`src/sv/dvma_pkg.sv`:
```
// ----------------------------------------------------------------------------
// dvma_pkg
// Types, widths and register codes shared by the moving average modules.
// ----------------------------------------------------------------------------
package dvma_pkg;

  localparam int MAX_WINDOW = 32;
  localparam int DATA_W     = 32;
  localparam int SUM_W      = 37;
  localparam int NUM_LANES  = 6;
  localparam int SLOT_W     = (MAX_WINDOW > 1) ? $clog2(MAX_WINDOW) : 1;
  localparam int CNT_W      = $clog2(MAX_WINDOW + 1);
  localparam int WIN_REG_W  = 6;
  localparam int WIN_CMP_W  = (CNT_W > WIN_REG_W) ? CNT_W : WIN_REG_W;
  localparam int STEP_W     = $clog2(SUM_W);
  localparam int CFG_IDX_W  = 2;
  localparam int CFG_DATA_W = WIN_REG_W;

  // register indexes
  localparam logic [CFG_IDX_W-1:0] REG_SMOOTH = CFG_IDX_W'(0);
  localparam logic [CFG_IDX_W-1:0] REG_WINDOW = CFG_IDX_W'(1);

  // register reset values
  localparam logic                 SMOOTH_RESET = 1'b1;
  localparam logic [WIN_REG_W-1:0] WIN_RESET    = WIN_REG_W'(32);

  typedef struct packed {
    logic signed [DATA_W-1:0] trans_x;
    logic signed [DATA_W-1:0] trans_y;
    logic signed [DATA_W-1:0] trans_z;
    logic signed [DATA_W-1:0] ang_x;
    logic signed [DATA_W-1:0] ang_y;
    logic signed [DATA_W-1:0] ang_z;
  } in_item_t;

  typedef struct packed {
    logic signed [DATA_W-1:0] avg_trans_x;
    logic signed [DATA_W-1:0] avg_trans_y;
    logic signed [DATA_W-1:0] avg_trans_z;
    logic signed [DATA_W-1:0] avg_ang_x;
    logic signed [DATA_W-1:0] avg_ang_y;
    logic signed [DATA_W-1:0] avg_ang_z;
  } out_item_t;

  // sequencer to lane controls
  typedef struct packed {
    logic              load;
    logic              update;
    logic              div_init;
    logic              div_step;
    logic              clear;
    logic              smooth;
    logic              full;
    logic [SLOT_W-1:0] addr;
    logic [CNT_W-1:0]  count;
  } lane_ctrl_t;

endpackage

```
`src/sv/dvma_ctrl.sv`:
```
// ----------------------------------------------------------------------------
// dvma_ctrl
// Sequencer: config registers, ring pointers and per-item step control.
// ----------------------------------------------------------------------------
module dvma_ctrl import dvma_pkg::*; (
  input  logic                  clk_i,
  input  logic                  rst_ni,
  input  logic                  in_valid_i,
  output logic                  in_ready_o,
  input  logic                  cfg_valid_i,
  output logic                  cfg_ready_o,
  input  logic [CFG_IDX_W-1:0]  cfg_index_i,
  input  logic [CFG_DATA_W-1:0] cfg_data_i,
  input  logic                  out_free_i,
  output logic                  out_load_o,
  output lane_ctrl_t            lane_ctrl_o
);

  localparam logic [2:0] ST_IDLE = 3'd0;
  localparam logic [2:0] ST_UPD  = 3'd1;
  localparam logic [2:0] ST_PREP = 3'd2;
  localparam logic [2:0] ST_DIV  = 3'd3;
  localparam logic [2:0] ST_DONE = 3'd4;

  logic [2:0]           state_q, state_d;
  logic                 smooth_q;
  logic [WIN_REG_W-1:0] win_reg_q;
  logic [CNT_W-1:0]     fill_q;
  logic [SLOT_W-1:0]    wslot_q;
  logic [SLOT_W-1:0]    slot_q;
  logic                 full_q;
  logic [STEP_W-1:0]    step_q;

  logic [WIN_CMP_W-1:0] win_ext;
  logic [CNT_W-1:0]     win;
  logic [SLOT_W-1:0]    rd_slot;
  logic                 full_now;
  logic [CNT_W-1:0]     fill_inc, slot_inc;
  logic                 in_fire, cfg_fire, win_write;

  // effective window: zero acts as one, clamp at the ring size
  assign win_ext = WIN_CMP_W'(win_reg_q);
  always_comb begin
    if (win_reg_q == '0) begin
      win = CNT_W'(1);
    end else if (win_ext > WIN_CMP_W'(MAX_WINDOW)) begin
      win = CNT_W'(MAX_WINDOW);
    end else begin
      win = CNT_W'(win_reg_q);
    end
  end

  // slot and fullness seen by the arriving item
  assign rd_slot  = (CNT_W'(wslot_q) >= win) ? '0 : wslot_q;
  assign full_now = (fill_q >= win);
  assign fill_inc = fill_q + CNT_W'(1);
  assign slot_inc = CNT_W'(slot_q) + CNT_W'(1);

  // handshakes
  assign in_ready_o  = (state_q == ST_IDLE);
  assign cfg_ready_o = (state_q == ST_IDLE);
  assign in_fire     = in_valid_i && in_ready_o;
  assign cfg_fire    = cfg_valid_i && cfg_ready_o;
  assign win_write   = cfg_fire && (cfg_index_i == REG_WINDOW);
  assign out_load_o  = (state_q == ST_DONE) && out_free_i;

  // next state
  always_comb begin
    state_d = state_q;
    case (state_q)
      ST_IDLE: if (in_fire) state_d = ST_UPD;
      ST_UPD:  state_d = smooth_q ? ST_PREP : ST_DONE;
      ST_PREP: state_d = ST_DIV;
      ST_DIV:  if (step_q == '0) state_d = ST_DONE;
      ST_DONE: if (out_free_i) state_d = ST_IDLE;
      default: state_d = ST_IDLE;
    endcase
  end

  // control registers and ring pointers
  always_ff @(posedge clk_i or negedge rst_ni) begin
    if (!rst_ni) begin
      state_q   <= ST_IDLE;
      smooth_q  <= SMOOTH_RESET;
      win_reg_q <= WIN_RESET;
      fill_q    <= '0;
      wslot_q   <= '0;
      slot_q    <= '0;
      full_q    <= 1'b0;
      step_q    <= '0;
    end else begin
      state_q <= state_d;
      if (cfg_fire && (cfg_index_i == REG_SMOOTH)) begin
        smooth_q <= cfg_data_i[0];
      end
      if (win_write) begin
        win_reg_q <= cfg_data_i;
        fill_q    <= '0;
        wslot_q   <= '0;
      end
      if (in_fire) begin
        slot_q <= rd_slot;
        full_q <= full_now;
      end
      if (state_q == ST_UPD) begin
        if (!full_q) begin
          fill_q <= (fill_inc > win) ? win : fill_inc;
        end else if (fill_q > win) begin
          fill_q <= win;
        end
        wslot_q <= (slot_inc >= win) ? '0 : SLOT_W'(slot_inc);
      end
      if (state_q == ST_PREP) begin
        step_q <= STEP_W'(SUM_W - 1);
      end else if (state_q == ST_DIV) begin
        step_q <= step_q - STEP_W'(1);
      end
    end
  end

  // lane controls
  always_comb begin
    lane_ctrl_o.load     = in_fire;
    lane_ctrl_o.update   = (state_q == ST_UPD);
    lane_ctrl_o.div_init = (state_q == ST_PREP);
    lane_ctrl_o.div_step = (state_q == ST_DIV);
    lane_ctrl_o.clear    = win_write;
    lane_ctrl_o.smooth   = smooth_q;
    lane_ctrl_o.full     = full_q;
    lane_ctrl_o.addr     = (state_q == ST_IDLE) ? rd_slot : slot_q;
    lane_ctrl_o.count    = fill_q;
  end

endmodule

```
`config.mk`:
```
export PLATFORM = sky130hd
export DESIGN_NAME = dvma_ctrl
export DESIGN_NICKNAME = d
export VERILOG_FILES = /design/src/sv/dvma_pkg.sv /design/src/sv/dvma_ctrl.sv
export SDC_FILE = /design/constraint.sdc
export NUM_CORES = 1
export LEC_CHECK = 0
export ABC_AREA = 1
export BUFFER_PORTS_ARGS = -buffer_cell sky130_fd_sc_hd__buf_2
export CORE_MARGIN = 4
export CORE_UTILIZATION = 54
export CTS_BUF_LIST = sky130_fd_sc_hd__clkbuf_2
export DETAILED_ROUTE_END_ITERATION = 16
export PLACE_DENSITY = 0.81
export SLEW_MARGIN = 0
export SYNTH_ARGS = -nofsm -noshare
export SYNTH_HDL_FRONTEND = slang
export SYNTH_SLANG_ARGS = --single-unit
```
`constraint.sdc`:
```
create_clock -name clk_i -period 2.5 [get_ports clk_i]
set_input_delay 0.625 -clock clk_i [delete_from_list [all_inputs] [get_ports clk_i]]
set_output_delay 0.625 -clock clk_i [all_outputs]
set_load 0.1 [all_outputs]
```
==> run_results.csv, run 1 <==
group,metric,value,unit
synthesis,synth_compound_area_share,10.3,%
synthesis,synth_warnings,0,
floorplanning,start_util,56.3,%
place,gp_congestion,0.902,
clock_tree,clockBufferDepth,2,
sta,slew_violations,0,
synthesis,synth_edf_count,0,
synthesis,synthesis.area,2480,sq um
run_status,violations,"setup timing",
detailed_routing,first_pass_iters,4,
clock_tree,cts.htree.levels,2,
synthesis,ys_seq_elements,33,
sta,fmax,323,MHz
synthesis,ys_seq_area_share,33.4,%
detailed_routing,ant_nets,0,
cells_and_area,fin_area,3510,sq um
floorplanning,ios,34,
place,placed_area,3040,sq um
sta,worst_pin_slew,0.745,ns
sta,worst_slack,-0.601,ns
place,dp.cells,434,
setup_path,cp_num_cells,13,
global_route,first_global_vias,2436,
synthesis,ys_top_cells_by_area,"dfrtp_1 (31%), nand2_1 (14%), ha_1 (14%)",
setup_path,required,1.88,ns
synthesis,synthXorXnorAreaFrac,2.12,%
setup_path,worstPathCellList,"buf_4, buf_4, nand2_2, ha_1, a21oi_2, nor2_1, a21oi_2, o21ai_4, buf_6, nor2_4, nand2_1, o21ai_2, buf_12",
setup_path,worstSetupEndpointType,"output port",
synthesis,netlist_instances,341,
sta,fin_skew,0.0292,ns
detailed_routing,drt-initial-drc-count,152,
detailed_routing,viasPerCell,5.41,
clock_tree,root_buffer,"clkbuf_2",
synthesis,async_flop_share,100,%
job,drv_cap,0,
clock_tree,clkLatencyLatePin,0.40,ns
run_status,status,"finished with violations",
place,dp_hpwl,4630,um
setup_path,cp_data_arrival_time,2.48,ns
clock_tree,cts_made_buffers,5,
synthesis,synth_simple_gate_area_share,29.5,%
sta,relSlewSlack,50.3,%
setup_path,crit_slowest_cell,"dfrtp_1",
detailed_routing,drc,0,
cells_and_area,multi_input_area,1650,sq um
sta,hold_viol_final,0,
cells_and_area,fillers,276,
cells_and_area,layout_commonest_cell,"nand2_1",
setup_path,crit_path_start_kind,"flip-flop",
global_route,antenna_found_initial,0,
detailed_routing,wl_per_cell,15.3,um
synthesis,synth_ff_type,"dfrtp_1",
synthesis,synth_nets,381,
synthesis,avgSynthCellArea,7.28,sq um
synthesis,synth_top_family_by_area,"simple AND/OR/NAND/NOR gates",
hold_path,hold_class,"in -> async",
global_route,grt_max_degree,34,
cells_and_area,regArea,837,sq um
floorplanning,row_count,24,
floorplanning,fp.coreArea,4410,sq um
clock_tree,hold_buffers,0,
setup_path,worstRegToRegCells,20,
cells_and_area,layoutNonFillerInstCount,463,
cells_and_area,mostFrequentLayoutCells,"nand2_1 (79), inv_1 (51), buf_4 (29)",
clock_tree,clkTransAtPathRegs,0.21,ns
detailed_routing,vias,2507,
global_route,gr-usage-all-layers,24.5,%
sta,rsz0062_at_grt,"true",
global_route,grt_pass1_wl,10700,um
detailed_routing,drt_wl_total,7090,um
synthesis,synthAdderAreaFrac,13.6,%
cells_and_area,num_antenna_cells,0,
clock_tree,clock_sinks,33,
synthesis,yosysUniqueCellTypes,33,
floorplanning,die_h,75.8,um
sta,finalSetupViolCount,6,
setup_path,crit_buf_inv,4,
sta,period_needed,3.10,ns
cells_and_area,final_nets,450,
sta,period_share,124,%
place,io_buffers,33,
synthesis,synth_area_leader_cell,"dfrtp_1",
floorplanning,die_area,5750,sq um
setup_path,critical_path.max_stage_delay,0.43,ns
cells_and_area,layout-drive-gt1-share,35.3,%
setup_path,cpLargestDelayFamily,"buffers and inverters",
synthesis,yosysTopAreaCellShare,31.2,%
setup_path,worstPathMaxFanout,3,
synthesis,synth_mux_area_share,0,%
setup_path,crit_type,"reg -> out",
clock_tree,tritoncts,"done",
floorplanning,dieWidth,75.8,um
cells_and_area,syn2layout_area_growth,41.3,%
global_route,grt_overflow_total,0,
==> through the flow <==
stage | utilization [%] | hold slack [ns] | setup slack [ns] | TNS (ns)
after floorplan | - | 0.329 | -0.0592 | -0.0592
after global routing | 79.5 | 0.249 | -0.745 | -4.09
after detailed placement | 68.9 | 0.491 | -0.0887 | -0.306
after CTS | 74.9 | 0.261 | -0.513 | -2.60
after global placement | 68.9 | 0.484 | -0.00196 | -0.00196
final | 79.5 | 0.248 | -0.601 | -3.15
==> Yosys cell counts, types with 5 or more instances <==
master   instances
o21ai_0         28
dfrtp_1         31
nand4_1          5
nand2_1         91
nand3_1         28
xor2_1           6
nor2_1          23
buf_4            5
a21oi_1          9
inv_1           53
ha_1            27
==> cell type report <==
| cell class | instances | area share [%] |
|---|---|---|
| inverter | 56 | 6.13 |
| sequential | 33 | 23.9 |
| clock buffer | 5 | 0.713 |
| multi-input combinational | 242 | 47.0 |
| timing repair buffer | 72 | 18.5 |
| tap | 52 | 1.85 |
| clock inverter | 3 | 1.96 |
==> flip-flops by register name, indices dropped and copies added (netlist names) <==
signal,count
win_ext,6
fill_q,6
state_q,3
full_q,1
smooth_q,1
slot_q,5
step_q,6
wslot_q,5
==> layer usage <==
metal | vias to the layer above | GRT usage (%) | wire length (um)
met5 | - | 0 | 0
met4 | 0 | 9.13 | 208
met3 | 19 | 5.28 | 290
met2 | 69 | 41.7 | 3670
met1 | 1188 | 30.2 | 2920
li1 | 1231 | - | -
==> worst paths after layout <==
path / from / end / slack (ns)
max in group asynchronous: rst_ni / fill_q[1] / 1.70
setup / recovery: win_ext[3] / lane_ctrl_o[10] / -0.60
setup reg to reg: win_ext[4] / slot_q[1] / -0.27
min in group clk_i: cfg_data_i[2] / win_ext[2] / 0.39
hold / removal: rst_ni / win_ext[2] / 0.25
hold reg to reg: fill_q[1] / fill_q[1] / 0.54
==> cells by family (layout without fill, tap and decap cells) <==
logic type,count (synthesis),after routing
compound gates,46,46
xor+xnor,6,6
fa+ha+maj,27,27
buf+inv,66,136
simple gates,163,163
flops,33,33
==> what timing repair did <==
item	4_1_cts	5_1_grt
buffers inserted	11	20
gates resized for setup	25	35
pin swaps	11	16
setup endpoints to repair	6	20
Power of run 1 is not shown: default switching activity piles up to over one toggle a cycle in this logic, so the estimate is an artifact.
==> inputs of run 2 (changes only) <==
--- a/config.mk
+++ b/config.mk
@@ -8,10 +8,10 @@
 export ABC_AREA = 1
 export BUFFER_PORTS_ARGS = -buffer_cell sky130_fd_sc_hd__buf_2
 export CORE_MARGIN = 4
-export CORE_UTILIZATION = 54
+export CORE_UTILIZATION = 45
 export CTS_BUF_LIST = sky130_fd_sc_hd__clkbuf_2
 export DETAILED_ROUTE_END_ITERATION = 16
-export PLACE_DENSITY = 0.81
+export PLACE_DENSITY = 0.69
 export SLEW_MARGIN = 0
 export SYNTH_ARGS = -nofsm -noshare
 export SYNTH_HDL_FRONTEND = slang
==> run_results.csv, run 2 (synthesis results as in run 1) <==
group,metric,value,unit
run_status,status,"finished with violations",
run_status,violations,"setup timing",
setup_path,worstPathMaxFanout,5,
global_route,grt_pass1_wl,10600,um
clock_tree,tritoncts,"done",
clock_tree,root_buffer,"clkbuf_2",
clock_tree,cts_made_buffers,5,
clock_tree,clkLatencyLatePin,0.37,ns
place,dp_hpwl,4630,um
setup_path,required,1.88,ns
place,gp_congestion,0.900,
floorplanning,ios,34,
sta,worst_slack,-0.482,ns
sta,fmax,335,MHz
detailed_routing,wl_per_cell,13.2,um
global_route,antenna_found_initial,0,
detailed_routing,drc,0,
sta,finalSetupViolCount,6,
setup_path,crit_type,"reg -> out",
floorplanning,start_util,47.4,%
floorplanning,die_area,6770,sq um
cells_and_area,num_antenna_cells,0,
detailed_routing,ant_nets,0,
setup_path,worstRegToRegCells,21,
global_route,gr-usage-all-layers,20.2,%
setup_path,cp_data_arrival_time,2.36,ns
global_route,grt_max_degree,34,
global_route,first_global_vias,2293,
setup_path,startpoint,"win_ext[0]",
clock_tree,hold_buffers,0,
global_route,grt_overflow_total,0,
hold_path,hold_class,"in -> async",
setup_path,rr_startpoint,"win_ext[0]",
floorplanning,dieWidth,82.3,um
cells_and_area,postLayoutCoreUtil,65.0,%
sta,fin_skew,0.00992,ns
setup_path,r2r_slack,-0.38,ns
sta,period_needed,2.98,ns
cells_and_area,final_nets,452,
cells_and_area,mostFrequentLayoutCells,"nand2_1 (84), inv_1 (51), buf_4 (31)",
sta,relSlewSlack,49.7,%
place,io_buffers,33,
clock_tree,clkTransAtPathRegs,0.17,ns
setup_path,worstSetupEndpointType,"output port",
cells_and_area,syn2layout_area_growth,37.0,%
floorplanning,row_count,26,
sta,hold_viol_final,0,
detailed_routing,viasPerCell,4.97,
setup_path,crit_path_start_kind,"flip-flop",
job,drv_cap,0,
sta,rsz0062_at_grt,"true",
floorplanning,die_h,82.3,um
sta,worst_pin_slew,0.755,ns
clock_tree,cts.htree.levels,2,
detailed_routing,drt-initial-drc-count,106,
cells_and_area,layout-drive-gt1-share,31.5,%
clock_tree,clockBufferDepth,2,
setup_path,r2r_end,"slot_q[2]",
detailed_routing,first_pass_iters,4,
sta,slew_violations,0,
cells_and_area,layout_commonest_cell,"nand2_1",
detailed_routing,drt_wl_total,6350,um
sta,period_share,119,%
clock_tree,clock_sinks,33,
detailed_routing,vias,2401,
place,dp_slack,-0.0484,ns
floorplanning,fp.coreArea,5240,sq um
## run 2: cell types whose count changed in the layout (fill, tap and decap cells not counted), moves of 4 or more
cell	previous run	this run
nand2_2	10	6
nand2_1	79	84
nor2_4	10	5
nor2_1	14	19
## run 2: through the flow
| step | instance area (sq um) | instances | TNS [ns] | hold slack, ns |
|---|---|---|---|---|
| 6_report | 3400 | 483 | -2.73 | 0.297 |
| 2_1_floorplan | 2610 | 341 | -0.0592 | 0.329 |
| 4_1_cts | 3290 | 476 | -2.44 | 0.300 |
| 3_3_place_gp | 3080 | 454 | -0.0565 | 0.487 |
| 3_5_place_dp | 3080 | 454 | -0.154 | 0.491 |
| 5_1_grt | 3400 | 483 | -3.87 | 0.294 |
## run 2: worst max-delay path by stage
stage                      end  slack [ns]
6_report        lane_ctrl_o[8]       -0.48
4_1_cts         lane_ctrl_o[6]       -0.44
2_1_floorplan  lane_ctrl_o[10]       -0.06
5_1_grt         lane_ctrl_o[7]       -0.65
3_5_place_dp    lane_ctrl_o[7]       -0.05
3_3_place_gp    lane_ctrl_o[7]       -0.03
## run 2: final cells by class
type                       instances  area [sq um]
clock inverter                     1          3.75
tap                               70          87.6
sequential                        33           835
fill                             446          1830
timing repair buffer              74           661
clock buffer                       7          35.0
inverter                          56           218
multi-input combinational        242          1560
## run 2: routing by layer
metal / track usage, % / wire length [um]
met1: 25.4 / 2820
met2: 35.2 / 3280
met3: 3.58 / 233
met4: 6.15 / 23
met5: 0 / 0
## run 2: worst max-delay path: stages, from the launching register on
cell	delay [ns]
dfrtp_1	0.42
nor2_1	0.10
nand3b_1	0.15
nand2_1	0.11
nand2_2	0.08
ha_4	0.26
a21boi_2	0.13
nor2_1	0.05
o21ai_2	0.24
nor2_1	0.10
nand2_1	0.11
o21ai_4	0.07
buf_12	0.16
## run 2: timing repair
item | in CTS | in global routing
cloned | 0 | 0
setup buffers | 14 | 7
pin swaps | 4 | 4
endpoints found under the setup margin | 6 | 14
resized for setup | 15 | 14
Power of run 2 is left out for the same reason.
==> inputs of run 3 (changes only) <==
--- a/config.mk
+++ b/config.mk
@@ -7,12 +7,16 @@
 export LEC_CHECK = 0
 export ABC_AREA = 1
 export BUFFER_PORTS_ARGS = -buffer_cell sky130_fd_sc_hd__buf_2
+export CELL_PAD_IN_SITES_DETAIL_PLACEMENT = 0
+export CELL_PAD_IN_SITES_GLOBAL_PLACEMENT = 1
 export CORE_MARGIN = 4
-export CORE_UTILIZATION = 45
+export CORE_UTILIZATION = 39
 export CTS_BUF_LIST = sky130_fd_sc_hd__clkbuf_2
 export DETAILED_ROUTE_END_ITERATION = 16
-export PLACE_DENSITY = 0.69
+export GPL_TIMING_DRIVEN = 0
+export PLACE_DENSITY = 0.8
 export SLEW_MARGIN = 0
 export SYNTH_ARGS = -nofsm -noshare
 export SYNTH_HDL_FRONTEND = slang
 export SYNTH_SLANG_ARGS = --single-unit
+export TNS_END_PERCENT = 50
==> run_results.csv, run 3 (synthesis results as in run 1) <==
group,metric,value,unit
setup_path,r2r_slack,0.16,ns
clock_tree,cts.htree.levels,2,
cells_and_area,multi_input_area,1650,sq um
floorplanning,start_util,41.0,%
detailed_routing,viasPerCell,4.84,
sta,finalSetupViolCount,5,
global_route,grt_overflow_total,0,
clock_tree,tritoncts,"done",
sta,period_share,126,%
setup_path,cp_data_arrival_time,2.52,ns
clock_tree,clockBufferDepth,2,
sta,relSlewSlack,46.8,%
clock_tree,clock_sinks,33,
cells_and_area,fillers,583,
cells_and_area,regArea,838,sq um
detailed_routing,first_pass_iters,4,
clock_tree,root_buffer,"clkbuf_2",
sta,period_needed,3.14,ns
floorplanning,fp.coreArea,6060,sq um
sta,hold_slack,0.297,ns
sta,hold_viol_final,0,
clock_tree,clkLatencyLatePin,0.38,ns
sta,slew_violations,0,
detailed_routing,drc,0,
cells_and_area,layout_commonest_cell,"nand2_1",
place,dp_hpwl,4780,um
cells_and_area,syn2layout_area_growth,43.6,%
cells_and_area,layout-drive-gt1-share,36.6,%
clock_tree,cts_made_buffers,5,
hold_path,hold_class,"in -> async",
job,drv_cap,0,
floorplanning,die_h,87.8,um
detailed_routing,vias,2400,
detailed_routing,drt_wl_total,6750,um
floorplanning,die_area,7710,sq um
cells_and_area,mostFrequentLayoutCells,"nand2_1 (79), inv_1 (49), buf_4 (43)",
global_route,gr-usage-all-layers,18.4,%
cells_and_area,final_nets,460,
cells_and_area,num_antenna_cells,0,
global_route,first_global_vias,2252,
setup_path,worstSetupEndpointType,"output port",
place,dp.cells,449,
setup_path,required,1.88,ns
floorplanning,ios,34,
place,gp_congestion,0.864,
setup_path,crit_type,"reg -> out",
floorplanning,row_count,28,
cells_and_area,layoutNonFillerInstCount,496,
clock_tree,clkTransAtPathRegs,0.20,ns
setup_path,worstPathMaxFanout,6,
sta,worst_pin_slew,0.799,ns
run_status,violations,"setup timing",
floorplanning,dieWidth,87.8,um
detailed_routing,ant_nets,0,
detailed_routing,drt-initial-drc-count,66,
run_status,status,"finished with violations",
sta,rsz0062_at_grt,"true",
global_route,grt_max_degree,34,
sta,worst_slack,-0.640,ns
clock_tree,hold_buffers,0,
global_route,antenna_found_initial,0,
sta,fin_skew,0.0206,ns
setup_path,crit_path_start_kind,"flip-flop",
place,io_buffers,33,
sta,fmax,318,MHz
global_route,grt_pass1_wl,11000,um
detailed_routing,wl_per_cell,13.6,um
[run 3: cell count changes in the layout (fill, tap and decap cells not counted), moves of 2 or more]
cell      previous run  this run
buf_12              10         8
buf_4               31        43
buf_6               10         4
buf_8                0         2
clkbuf_4             0         2
dfrtp_1             26        23
dfrtp_2              5         8
inv_1               51        49
nand2_1             84        79
nand2_2              6         9
nand3_2              2         0
nor2_1              19        14
nor2_4               5        10
[run 3: timing repair]
action,in CTS,in global routing
setup endpoints to repair,10,21
endpoints found under the hold margin,0,0
setup buffers,9,34
gates resized for setup,60,32
pin swaps,5,19
[run 3: routing by layer]
layer  up-vias  wire length (um)  track usage (%)
met5         -                 0                0
li1       1251                 -                -
met2        35              3290             30.6
met1      1110              3200             24.5
met4         0                61             4.60
met3         4               205             3.57
[run 3: path summary, 6_finish.rpt]
kind / from / end / cells after the start
min in group clk_i: cfg_data_i[3] / win_ext[3] / 3
max reg2reg: fill_q[0] / fill_q[3] / 14
max in group asynchronous: rst_ni / fill_q[2] / 1
max: win_ext[5] / lane_ctrl_o[7] / 14
min: rst_ni / state_q[1] / 1
min reg2reg: step_q[5] / step_q[5] / 2
[run 3: cell type report]
class | instances | share of cell area (%)
Timing Repair Buffer | 74 | 17.4
Multi-Input combinational cell | 242 | 46.2
Tap cell | 75 | 2.63
Sequential cell | 33 | 23.5
Inverter | 56 | 6.31
Buffer | 8 | 2.17
Clock buffer | 6 | 0.842
Clock inverter | 2 | 0.947
[run 3: per-stage QoR]
stage          utilization (%)  area (sq um)  setup slack [ns]  setup TNS [ns]
2_1_floorplan                -          2600           -0.0686          -0.194
3_3_place_gp              47.2          2860            -0.443           -2.11
3_5_place_dp              47.2          2860            -0.503           -2.38
4_1_cts                   53.0          3210            -0.635           -3.54
5_1_grt                   58.9          3570            -0.813           -4.14
6_report                  58.9          3570            -0.640           -3.11
[run 3: critical path, stage by stage (launching register included)]
cell	delay (ns)
dfstp_2	0.61
inv_4	0.06
buf_8	0.14
nand2_4	0.08
inv_6	0.05
ha_4	0.26
inv_4	0.03
a21boi_4	0.14
nor2_4	0.06
o21ai_4	0.18
buf_6	0.16
nor2_4	0.05
nand2_2	0.07
o21ai_4	0.07
buf_12	0.17
Power of run 3 is left out for the same reason.
